[config.mk]
export PLATFORM = sky130hd
export DESIGN_NAME = ps2_scancode_to_hid_key_state_top
export DESIGN_NICKNAME = d
export VERILOG_FILES = /design/src/ps2h_pkg.sv /design/src/ps2h_top.sv /design/src/ps2h_table_ram.sv /design/src/ps2h_prefix.sv /design/src/ps2h_key_state.sv
export SDC_FILE = /design/constraint.sdc
export NUM_CORES = 2
export LEC_CHECK = 0
export BUFFER_PORTS_ARGS = -buffer_cell sky130_fd_sc_hd__buf_4
export CAP_MARGIN = 25
export CORE_MARGIN = 5
export CORE_UTILIZATION = 35
export CTS_BUF_LIST = sky130_fd_sc_hd__clkbuf_8
export CTS_CLUSTER_DIAMETER = 30
export DETAILED_ROUTE_END_ITERATION = 16
export SLEW_MARGIN = 15
export SYNTH_ARGS = -nofsm -noshare
export SYNTH_HDL_FRONTEND = slang
export SYNTH_SLANG_ARGS = --single-unit
[constraint.sdc]
create_clock -name clk_i -period 7.1 [get_ports clk_i]
set_input_delay 1.42 -clock clk_i [delete_from_list [all_inputs] [get_ports clk_i]]
set_output_delay 1.42 -clock clk_i [all_outputs]
set_load 0.005 [all_outputs]
[src/ps2h_pkg.sv]
// ============================================================================
// ps2h_pkg
// Shared types and constants for the PS/2 set-2 scancode to HID key state
// converter.
// ============================================================================
`default_nettype none

package ps2h_pkg;

  localparam int unsigned KEY_SLOTS = 6;
  localparam int unsigned OutSlots  = (KEY_SLOTS < 6) ? KEY_SLOTS : 6;
  localparam int unsigned SlotIdxW  = (KEY_SLOTS > 1) ? $clog2(KEY_SLOTS) : 1;

  localparam logic [7:0] BYTE_REL    = 8'hF0;
  localparam logic [7:0] BYTE_EXT    = 8'hE0;
  localparam logic [7:0] BYTE_PAUSE  = 8'hE1;
  localparam logic [7:0] BYTE_PRTSC  = 8'h12;
  localparam logic [7:0] BYTE_PRTREL = 8'h7C;

  localparam logic [7:0] MOD_LO  = 8'h80;
  localparam logic [7:0] MOD_HI  = 8'h87;
  localparam logic [7:0] CONS_LO = 8'hC0;
  localparam logic [7:0] CONS_HI = 8'hD0;

  localparam logic [2:0] DISC_PRTSC = 3'd3;
  localparam logic [2:0] DISC_PAUSE = 3'd7;

  localparam logic [1:0] REG_EMPTY = 2'd0;
  localparam logic [1:0] REG_PRTSC = 2'd1;
  localparam logic [1:0] REG_PAUSE = 2'd2;

  localparam logic [7:0] RST_EMPTY = 8'd0;
  localparam logic [7:0] RST_PRTSC = 8'd70;
  localparam logic [7:0] RST_PAUSE = 8'd72;

  typedef enum logic [1:0] {
    PFX_IDLE,
    PFX_REL,
    PFX_EXT,
    PFX_EXT_REL
  } pfx_e;

  typedef enum logic [1:0] {
    SRC_TABLE,
    SRC_PRINT,
    SRC_PAUSE
  } src_e;

  typedef struct packed {
    logic valid;
    logic press;
    src_e src;
  } ps2h_evt_t;

  typedef struct packed {
    logic       req_type;
    logic [7:0] scan_byte;
    logic       table_select;
    logic [7:0] table_index;
    logic [7:0] table_entry;
  } ps2h_in_t;

  typedef struct packed {
    logic [7:0]  modifier_mask;
    logic [47:0] pressed_slots;
    logic [16:0] consumer_mask;
  } ps2h_out_t;

endpackage

`default_nettype wire

[src/ps2h_top.sv]
// ============================================================================
// ps2_scancode_to_hid_key_state_top
// PS/2 set-2 scancode bytes in, HID key state reports out. Translation
// tables live in one synchronous memory loaded through the input channel.
// ============================================================================
//   channel | direction | handshake             | beat
//   in      | sink      | in_valid_i/in_ready_o | ps2h_in_t
//   out     | source    | out_valid_o/out_ready_i | ps2h_out_t
//   cfg     | sink      | cfg_valid_i/cfg_ready_o | cfg_index_i, cfg_data_i
//
// One beat per cycle in while not stalled: the prefix stage issues the table
// read, the key stage applies the read code and loads the report on a change.
// Reset clears prefix, drop count, masks, slots and the report valid flag;
// the tables are undefined until written. A full report register that is
// not taken stalls the key stage, and the input stalls behind it.
// ============================================================================
`default_nettype none

module ps2_scancode_to_hid_key_state_top (
  input  wire logic                 clk_i,
  input  wire logic                 rst_ni,
  input  wire logic                 in_valid_i,
  output logic                      in_ready_o,
  input  ps2h_pkg::ps2h_in_t        in_data_i,
  output logic                      out_valid_o,
  input  wire logic                 out_ready_i,
  output ps2h_pkg::ps2h_out_t       out_data_o,
  input  wire logic                 cfg_valid_i,
  output logic                      cfg_ready_o,
  input  wire logic [1:0]           cfg_index_i,
  input  wire logic [7:0]           cfg_data_i
);

  logic                 in_fire, s1_adv, s1_valid_q;
  logic                 take, rd_ext;
  ps2h_pkg::ps2h_evt_t  evt0, s1_evt_q;
  logic [7:0]           rdata;
  logic [7:0]           empty_q, prtsc_q, pause_q;

  assign cfg_ready_o = 1'b1;

  always_ff @(posedge clk_i or negedge rst_ni) begin
    if (!rst_ni) begin
      empty_q <= ps2h_pkg::RST_EMPTY;
      prtsc_q <= ps2h_pkg::RST_PRTSC;
      pause_q <= ps2h_pkg::RST_PAUSE;
    end else if (cfg_valid_i) begin
      case (cfg_index_i)
        ps2h_pkg::REG_EMPTY: empty_q <= cfg_data_i;
        ps2h_pkg::REG_PRTSC: prtsc_q <= cfg_data_i;
        ps2h_pkg::REG_PAUSE: pause_q <= cfg_data_i;
        default: ;
      endcase
    end
  end

  assign s1_adv     = !(out_valid_o && !out_ready_i);
  assign in_ready_o = !s1_valid_q || s1_adv;
  assign in_fire    = in_valid_i && in_ready_o;
  assign take       = in_fire && !in_data_i.req_type;

  ps2h_prefix u_prefix (
    .clk_i  (clk_i),
    .rst_ni (rst_ni),
    .take_i (take),
    .byte_i (in_data_i.scan_byte),
    .evt_o  (evt0),
    .ext_o  (rd_ext)
  );

  ps2h_table_ram u_ram (
    .clk_i   (clk_i),
    .we_i    (in_fire && in_data_i.req_type),
    .waddr_i ({in_data_i.table_select, in_data_i.table_index}),
    .wdata_i (in_data_i.table_entry),
    .re_i    (take),
    .raddr_i ({rd_ext, in_data_i.scan_byte}),
    .rdata_o (rdata)
  );

  // advance key stage
  always_ff @(posedge clk_i or negedge rst_ni) begin
    if (!rst_ni) begin
      s1_valid_q <= 1'b0;
      s1_evt_q   <= '0;
    end else if (in_fire) begin
      s1_valid_q <= 1'b1;
      s1_evt_q   <= evt0;
    end else if (s1_adv) begin
      s1_valid_q <= 1'b0;
      s1_evt_q   <= '0;
    end
  end

  ps2h_key_state u_keys (
    .clk_i        (clk_i),
    .rst_ni       (rst_ni),
    .fire_i       (s1_valid_q && s1_adv),
    .evt_i        (s1_evt_q),
    .table_code_i (rdata),
    .empty_code_i (empty_q),
    .prtsc_code_i (prtsc_q),
    .pause_code_i (pause_q),
    .out_ready_i  (out_ready_i),
    .out_valid_o  (out_valid_o),
    .out_data_o   (out_data_o)
  );

  a_ready_unless_stall: assert property (@(posedge clk_i) disable iff (!rst_ni)
    !(out_valid_o && !out_ready_i) |-> in_ready_o)
    else $error("input stalled while report path free");

  a_write_no_event: assert property (@(posedge clk_i) disable iff (!rst_ni)
    (in_valid_i && in_ready_o && in_data_i.req_type) |=> !s1_evt_q.valid)
    else $error("table write produced a key event");

  a_report_from_stage: assert property (@(posedge clk_i) disable iff (!rst_ni)
    $rose(out_valid_o) |-> $past(s1_valid_q && s1_evt_q.valid))
    else $error("report without a key event");

endmodule

`default_nettype wire

[src/ps2h_table_ram.sv]
// ============================================================================
// ps2h_table_ram
// Translation memory: standard table in the lower half, extended table in
// the upper half. One write port, one read port, registered read data.
// ============================================================================
`default_nettype none

module ps2h_table_ram (
  input  wire logic       clk_i,
  input  wire logic       we_i,
  input  wire logic [8:0] waddr_i,
  input  wire logic [7:0] wdata_i,
  input  wire logic       re_i,
  input  wire logic [8:0] raddr_i,
  output logic      [7:0] rdata_o
);

  logic [7:0] mem [512];
  logic [7:0] rdata_q;

  always_ff @(posedge clk_i) begin
    if (we_i) begin
      mem[waddr_i] <= wdata_i;
    end
  end

  always_ff @(posedge clk_i) begin
    if (re_i) begin
      rdata_q <= mem[raddr_i];
    end
  end

  assign rdata_o = rdata_q;

endmodule

`default_nettype wire

[src/ps2h_prefix.sv]
// ============================================================================
// ps2h_prefix
// Prefix tracker: follows F0, E0, E0 F0 and E1, counts dropped bytes and
// turns each completed code into a key event and a table select.
// ============================================================================
`default_nettype none

module ps2h_prefix (
  input  wire logic                clk_i,
  input  wire logic                rst_ni,
  input  wire logic                take_i,
  input  wire logic [7:0]          byte_i,
  output ps2h_pkg::ps2h_evt_t      evt_o,
  output logic                     ext_o
);

  ps2h_pkg::pfx_e state_q, state_d;
  logic [2:0]     disc_q, disc_d;

  always_ff @(posedge clk_i or negedge rst_ni) begin
    if (!rst_ni) begin
      state_q <= ps2h_pkg::PFX_IDLE;
      disc_q  <= '0;
    end else begin
      state_q <= state_d;
      disc_q  <= disc_d;
    end
  end

  always_comb begin
    state_d     = state_q;
    disc_d      = disc_q;
    evt_o.valid = 1'b0;
    evt_o.press = 1'b1;
    evt_o.src   = ps2h_pkg::SRC_TABLE;
    ext_o       = 1'b0;
    if (take_i) begin
      state_d = ps2h_pkg::PFX_IDLE;
      if (disc_q != '0) begin
        // drop tail byte, keep prefix
        disc_d  = disc_q - 3'd1;
        state_d = state_q;
      end else begin
        case (state_q)
          ps2h_pkg::PFX_REL: begin
            evt_o.valid = 1'b1;
            evt_o.press = 1'b0;
          end
          ps2h_pkg::PFX_EXT: begin
            if (byte_i == ps2h_pkg::BYTE_REL) begin
              state_d = ps2h_pkg::PFX_EXT_REL;
            end else if (byte_i == ps2h_pkg::BYTE_PRTSC) begin
              evt_o.valid = 1'b1;
              evt_o.src   = ps2h_pkg::SRC_PRINT;
            end else begin
              evt_o.valid = 1'b1;
              ext_o       = 1'b1;
            end
          end
          ps2h_pkg::PFX_EXT_REL: begin
            evt_o.valid = 1'b1;
            evt_o.press = 1'b0;
            if (byte_i == ps2h_pkg::BYTE_PRTREL) begin
              disc_d    = ps2h_pkg::DISC_PRTSC;
              evt_o.src = ps2h_pkg::SRC_PRINT;
            end else begin
              ext_o = 1'b1;
            end
          end
          default: begin
            if (byte_i == ps2h_pkg::BYTE_REL) begin
              state_d = ps2h_pkg::PFX_REL;
            end else if (byte_i == ps2h_pkg::BYTE_EXT) begin
              state_d = ps2h_pkg::PFX_EXT;
            end else if (byte_i == ps2h_pkg::BYTE_PAUSE) begin
              disc_d      = ps2h_pkg::DISC_PAUSE;
              evt_o.valid = 1'b1;
              evt_o.src   = ps2h_pkg::SRC_PAUSE;
            end else begin
              evt_o.valid = 1'b1;
            end
          end
        endcase
      end
    end
  end

endmodule

`default_nettype wire

[src/ps2h_key_state.sv]
// ============================================================================
// ps2h_key_state
// Key state update: applies one key event to the modifier mask, consumer
// mask and pressed-key slots, and loads the report register on a change.
// ============================================================================
`default_nettype none

module ps2h_key_state (
  input  wire logic                 clk_i,
  input  wire logic                 rst_ni,
  input  wire logic                 fire_i,
  input  ps2h_pkg::ps2h_evt_t       evt_i,
  input  wire logic [7:0]           table_code_i,
  input  wire logic [7:0]           empty_code_i,
  input  wire logic [7:0]           prtsc_code_i,
  input  wire logic [7:0]           pause_code_i,
  input  wire logic                 out_ready_i,
  output logic                      out_valid_o,
  output ps2h_pkg::ps2h_out_t       out_data_o
);

  logic [7:0]  mod_q, mod_d;
  logic [16:0] cons_q, cons_d;
  logic [7:0]  slot_q [ps2h_pkg::KEY_SLOTS];
  logic [7:0]  slot_d [ps2h_pkg::KEY_SLOTS];
  logic        changed;
  logic [7:0]  code;
  logic        match_found, free_found;
  logic [ps2h_pkg::SlotIdxW-1:0] match_idx, free_idx;
  logic        out_valid_q;
  ps2h_pkg::ps2h_out_t out_q, out_d;

  always_comb begin
    case (evt_i.src)
      ps2h_pkg::SRC_PRINT: code = prtsc_code_i;
      ps2h_pkg::SRC_PAUSE: code = pause_code_i;
      default:             code = table_code_i;
    endcase
  end

  always_comb begin
    match_found = 1'b0;
    free_found  = 1'b0;
    match_idx   = '0;
    free_idx    = '0;
    for (int i = 0; i < ps2h_pkg::KEY_SLOTS; i++) begin
      if (slot_q[i] == code) begin
        match_found = 1'b1;
        match_idx   = ps2h_pkg::SlotIdxW'(i);
      end
      if (slot_q[i] == empty_code_i) begin
        free_found = 1'b1;
        free_idx   = ps2h_pkg::SlotIdxW'(i);
      end
    end
  end

  always_comb begin
    mod_d   = mod_q;
    cons_d  = cons_q;
    slot_d  = slot_q;
    changed = 1'b0;
    if (evt_i.valid && code != empty_code_i) begin
      if (code >= ps2h_pkg::MOD_LO && code <= ps2h_pkg::MOD_HI) begin
        if (evt_i.press != mod_q[code[2:0]]) begin
          mod_d[code[2:0]] = evt_i.press;
          changed          = 1'b1;
        end
      end else if (code >= ps2h_pkg::CONS_LO && code <= ps2h_pkg::CONS_HI) begin
        if (evt_i.press != cons_q[code[4:0]]) begin
          cons_d[code[4:0]] = evt_i.press;
          changed           = 1'b1;
        end
      end else if (!code[7]) begin
        if (evt_i.press && !match_found && free_found) begin
          slot_d[free_idx] = code;
          changed          = 1'b1;
        end else if (!evt_i.press && match_found) begin
          slot_d[match_idx] = empty_code_i;
          changed           = 1'b1;
        end
      end
    end
  end

  always_comb begin
    out_d.modifier_mask = mod_d;
    out_d.consumer_mask = cons_d;
    out_d.pressed_slots = '0;
    for (int i = 0; i < ps2h_pkg::OutSlots; i++) begin
      out_d.pressed_slots[8*i +: 8] = slot_d[i];
    end
  end

  always_ff @(posedge clk_i or negedge rst_ni) begin
    if (!rst_ni) begin
      mod_q  <= '0;
      cons_q <= '0;
      for (int i = 0; i < ps2h_pkg::KEY_SLOTS; i++) begin
        slot_q[i] <= ps2h_pkg::RST_EMPTY;
      end
    end else if (fire_i) begin
      mod_q  <= mod_d;
      cons_q <= cons_d;
      slot_q <= slot_d;
    end
  end

  always_ff @(posedge clk_i or negedge rst_ni) begin
    if (!rst_ni) begin
      out_valid_q <= 1'b0;
    end else if (fire_i && changed) begin
      out_valid_q <= 1'b1;
    end else if (out_ready_i) begin
      out_valid_q <= 1'b0;
    end
  end

  always_ff @(posedge clk_i) begin
    if (fire_i && changed) begin
      out_q <= out_d;
    end
  end

  assign out_valid_o = out_valid_q;
  assign out_data_o  = out_q;

endmodule

`default_nettype wire
# After elaboration in Yosys (flattened, before gate mapping)
# Memory sizes are Yosys's and may differ from the RTL's. A register that Yosys moved wholly into a read port is not among the register bits.
# Index checks and enable logic that the tools add are counted.
# W data, S select, Z words.
[op_classes]
mux = 98
reduce_logical = 34
bitwise = 3
addsub = 1
eq_ne = 32
order_cmp = 12
[op_table]
columns = ["operator", "count"]
rows = [
  ["$mux W48", 6],
  ["$bwmux W48", 2],
  ["$eq A8 B8 Y1", 12],
  ["$mux W17", 4],
  ["$demux W8 S3", 2],
  ["$mux W1", 43],
  ["$mux W8", 5],
  ["$mux W3", 9],
  ["$eq A8 B8 Y1 const B", 3],
  ["$mux W2", 11],
  ["$bwmux W17", 1],
  ["$ge A8 B8 Y1 const B", 2],
  ["$le A8 B8 Y1 const B", 2],
  ["$logic_and A1 B1 Y1", 16],
  ["$mux W4", 4],
  ["$pmux W8 S2", 1],
  ["$bwmux W8", 1],
  ["$eq A2 B2 Y1 const B", 4],
  ["$eq A8 B5 Y1 const B", 1],
  ["$eq A8 B7 Y1 const B", 1],
  ["$ge A4 B4 Y1 const B", 2],
  ["$lt A4 B1 Y1 const B", 2],
  ["$ne A8 B8 Y1", 1],
  ["$not A3 Y4", 2],
  ["28 further kinds", 43],
]
[word_totals]
memories = 1
output_inout_bits = 76
word_cells = 202
reg_bits = 181
mem_bits_rw = 4096
input_bits = 41
[memory_table]
columns = ["name", "depth", "word_bits", "read_ports", "rd_ports_with_merged_regs", "write_ports", "line", "rtl"]
rows = [
  ["u_ram.mem", 512, 8, 1, 1, 1, "ps2h_table_ram.sv:18", "logic [7:0] mem [512];"],
]

# Logic depth before layout (Yosys ltp)
[logic_depth]
word_depth = 20
depth_mapped = 16
mapped_depth_nobuf = 10

# Modules after synthesis
# Synthesis repeated with hierarchy kept, for this count alone.
[hier_totals]
cells_unflattened = 9160
area_unflattened_um2 = 171529.5
[modules_own_cells]
columns = ["mod", "seq_area_each_um2", "instances", "area_each_um2", "cells_per_inst"]
rows = [
  ["ps2h_table_ram", 123238.2, 1, 160007.2, 8030],
  ["ps2h_key_state", 4043.9, 1, 9815.7, 994],
  ["ps2_scancode_to_hid_key_state_top", 732.0, 1, 1174.9, 79],
  ["ps2h_prefix", 125.1, 1, 531.8, 57],
]

# Worst setup path before layout
# OpenSTA, ideal clock, no wires.
[synth_timing]
path_kind = "reg-to-reg"
from = "register s1_evt_q[0] (netlist bit)"
to = "register u_keys.out_q (netlist bit u_keys.out_data_o[0]) (enable)"
setup_time_ns = 0.524
setup_slack_ns = 0.093
t_arrival_ns = 6.484
required_time_ns = 6.576
period_less_slack_ns = 7.007
stages_incl_launch_ff = 16
n_path_buf = 5
path_cell_list = "dfrtp_1 -> inv_1 -> ha_1 -> buf_6 -> buf_6 -> a221o_1 -> buf_6 -> nand3_1 -> a2bb2oi_1 -> and4_4 -> buf_6 -> or4b_4 -> nor3_2 -> buf_2 -> a211oi_1 -> o211ai_1"
[synth_between]
elab_chain_len = 18
elab_cells_between_ends = 42
cone_classes = "4 x order compare; 11 x eq/ne; 19 x mux; 8 x reduce/logical"
[synth_lines]
columns = ["element", "line", "rtl"]
rows = [
  ["start: declaration", "ps2h_top.sv:36", "ps2h_pkg::ps2h_evt_t evt0, s1_evt_q;"],
  ["start signal: assignment", "ps2h_top.sv:88", "s1_evt_q <= evt0;"],
  ["$eq A2 B2 Y1 / $eq A2 B1 Y1 (equally long branches)", "ps2h_key_state.sv:34", "case (evt_i.src)"],
  ["$pmux W8 S2 (*)", "ps2h_key_state.sv:34", ""],
  ["$eq A8 B8 Y1", "ps2h_key_state.sv:47", "if (slot_q[i] == code) begin"],
  ["$mux W1 (6 in series)", "ps2h_key_state.sv:47", ""],
  ["$logic_not A1 Y1", "ps2h_key_state.sv:75", "if (evt_i.press && !match_found && free_found) begin"],
  ["$logic_and A1 B1 Y1 (2 in series)", "ps2h_key_state.sv:75", ""],
  ["$mux W1", "ps2h_key_state.sv:75", ""],
  ["$mux W1", "ps2h_key_state.sv:74", "end else if (!code[7]) begin"],
  ["$mux W1", "ps2h_key_state.sv:69", "end else if (code >= ps2h_pkg::CONS_LO && code <= ps2h_pkg::CONS_HI) begin"],
  ["$mux W1", "ps2h_key_state.sv:64", "if (code >= ps2h_pkg::MOD_LO && code <= ps2h_pkg::MOD_HI) begin"],
  ["$mux W1 (*)", "ps2h_key_state.sv:63", "if (evt_i.valid && code != empty_code_i) begin"],
  ["$logic_and A1 B1 Y1 (*)", "ps2h_key_state.sv:120", "if (fire_i && changed) begin"],
  ["end signal: assignment", "ps2h_key_state.sv:121", "out_q <= out_d;"],
  ["end: declaration", "ps2h_key_state.sv:31", "ps2h_pkg::ps2h_out_t out_q, out_d;"],
]
# Every way passes the cells marked *; elsewhere a longest branch is shown, timed or not. The select of a mux whose other input is x is not followed.
# A chain may end at the register's enable or synchronous reset.

# Worst setup path after layout
[layout_timing]
from = "register s1_evt_q[0] (netlist bit)"
to = "register u_keys.out_q (netlist bit u_keys.out_data_o[50]) (enable)"
# The elaborated chain is that of the path after synthesis.

==> reports/qor.csv <==
metric,value,unit
synth_area,169000,um2
ctsHoldBuffers,0,
die_h,705,um
cts-root-buf,clkbuf_8,
rsz0062_at_grt,false,
synth_top_area_share,74.2,%
grt_pass1_vias,87600,
synth_edf_count,4177,
h-tree-depth,6,
post_cts_resized,0,
period_share,77.2,%
antenna_left,0,
fin_nets,8566,
post_cts.repair.setup_buffers,0,
vias,84700,
dp_slack,1270,ps
rrSetupSlack,1620,ps
cap_violations,0,
grt_first_pass_wirelength,623,mm
fp.dieArea,497000,um2
hold_violations,0,
gp_congestion,0.882,
coreArea,482000,um2
yosysTopAreaCell,edfxtp_1,
final_cell_mix,"edfxtp_1, mux4_2, clkbuf_8, nor2_1, buf_4",
clock-sinks,4285,
min_period,5480,ps
post_drt_wl_per_cell,27.6,um
skew,88.3,ps
area_growth,16.2,%
cp-start-kind,flip-flop,
cts_tree,built,
ys.warnings.count,0,
viasPerCell,5.42,
grt_max_degree,203,
grt_remaining_overflow,0,
stdcell_count,15600,
crit_type,flip-flop to flip-flop,
ys_top_cells_by_area,"edfxtp_1, mux4_2, dfrtp_1, nor2_1, clkbuf_1",
crit_required,7930,ps
tightestPinTransition,1310,ps
hold_slack,234,ps
final_common_cell,edfxtp_1,
start_util,35.1,%
dp_hpwl,256,mm
leakagePower,0.0616,uW
synth_nets,7875,
syn_area_per_cell,21.6,um2
synthArstFlopShare,2.52,%
relSlewSlack,12.8,%
slew_viol_final,0,
seq_area_frac_synth,75.8,%
io_buffer_count,115,
row_count,255,
grt_usage,16.9,%
clkLatencyLatePin,1280,ps
fmax,182,MHz
power_per_cell_area,287,nW/um2
critPathMaxFanout,73,
tns,0,ps
io_pins,117,
r2r-end,u_keys.out_data_o[50]$_DFFE_PP_,
worstRegToRegCells,11,
drc,0,
timing.final.ws_setup,1620,ps
ys_types,75,
dieWidth,705,um
routed_wirelength,432,mm
syn-instance-count,7826,
peakVddDrop,0.213,mV
firstDrtPassIters,9,
worstPathArrival,6310,ps
ys_ff_latch,4285,
layout-drive-gt1-share,31.8,%
placed_cells,14100,
clockBufferDepth,4,
reg2reg_from,s1_evt_q[0]$_DFFE_PN0P_,
finalSetupViolCount,0,
antenna_found_initial,23,
worst_setup_path_end_kind,flip-flop,
status,"finished, final reports clean",
hold_path.class,input port to async pin,
drt_iter0_drc,9687,
synth_top_flop_cell,edfxtp_1,
cts_buffers,826,
clk_pin_slew,60,ps
[cell families after synthesis]
logic type | share of synthesized area [%]
flip-flops | 75.8
multiplexers | 17.6
AND/OR/NAND/NOR | 2.60
AO/OA/AOI/OAI | 2.45
buffers and inverters | 1.24
XOR/XNOR | 0.254
adder cells (fa/ha/maj) | 0.0592
other | 0.00222
[state kept, by name (all words and copies together), names as in the netlist, 2 cells and up]
name and cells:
s1_evt_q 4, u_keys.mod_q 8, u_prefix.disc_q 3, prtsc_q 8, u_ram.mem 4096, pause_q 8, u_keys.cons_q 17, u_keys.out_data_o 73
u_keys.slot_q 48, u_ram.rdata_o 8, empty_q 8, u_prefix.state_q 2
[routing by layer]
layer / vias to the layer above / global-route usage (%) / wire (um)
met5: - / 0 / 75
met4: 14 / 5.24 / 12300
met3: 802 / 3.56 / 35500
met2: 4044 / 27.5 / 210000
met1: 45200 / 22.9 / 174000
li1: 34600 / - / -
[synthesized netlist by cell type (all sizes together), types with 5 or more instances]
cell	instances
a211oi	34
a21boi	9
a21oi	121
a221o	16
a221oi	44
a22o	22
a22oi	53
a2bb2oi	37
a31oi	9
and2	12
and3	33
buf	199
clkbuf	293
dfrtp	103
dfstp	5
edfxtp	4177
ha	8
inv	32
mux2	34
mux2i	88
mux4	1263
nand2	122
nand2b	30
nand3	46
nand4	15
nor2	605
nor2b	17
nor3	37
nor3b	9
nor4	17
o211ai	33
o21ai	96
o22a	60
o22ai	29
or3	18
or4	7
xnor2	25
xor2	24
[worst max-delay path by stage]
stage | startpoint | to | slack, ps | cells after the start
after CTS | s1_evt_q[0]$_DFFE_PN0P_ | u_keys.out_data_o[7]$_DFFE_PP_ | 1770 | 11
after global routing | s1_evt_q[0]$_DFFE_PN0P_ | u_keys.out_data_o[7]$_DFFE_PP_ | 1280 | 11
after detailed placement | in_data_i[17] | u_ram.rdata_o[1]$_DFFE_PP_ | 1270 | 9
after global placement | in_data_i[17] | u_ram.rdata_o[2]$_DFFE_PP_ | 1310 | 9
after floorplan | s1_evt_q[0]$_DFFE_PN0P_ | u_keys.out_data_o[0]$_DFFE_PP_ | 90 | 15
final | s1_evt_q[0]$_DFFE_PN0P_ | u_keys.out_data_o[50]$_DFFE_PP_ | 1620 | 11
[metrics by stage]
step / power, uW / cell area, um2 / util [%]
floorplan: 30100 / 169000 / -
global placement: 31300 / 178000 / 37.0
detailed placement: 31400 / 179000 / 37.1
CTS: 56900 / 196000 / 40.7
global route: 58300 / 196000 / 40.8
finish: 56400 / 196000 / 40.8
[where the power goes]
group	switching, uW	leakage, uW	total [uW]	internal (uW)
registers	150	0.0389	28000	27900
logic	1730	0.0135	2870	1140
clock network	11100	0.00927	25600	14400
[critical path, cell delays in order, from the launching register on]
cell and delay (ps):
dfrtp_1 380, inv_1 60, ha_1 920, nand2b_1 680
nand2_1 910, a41o_1 280, o31ai_1 110, o21ai_1 500
and2_1 200, o2111ai_1 130, o211ai_1 150, buf_4 710
[layout make-up]
cell class	count	area, um2
fill	41900	285000
sequential	4285	128000
multi-input combinational	3017	39000
clock buffer	831	11400
tap	6425	8040
clock inverter	678	6100
timing repair buffer	355	3520
inverter	32	120
antenna	3	7.51
Power figures use the tool's default switching activity.
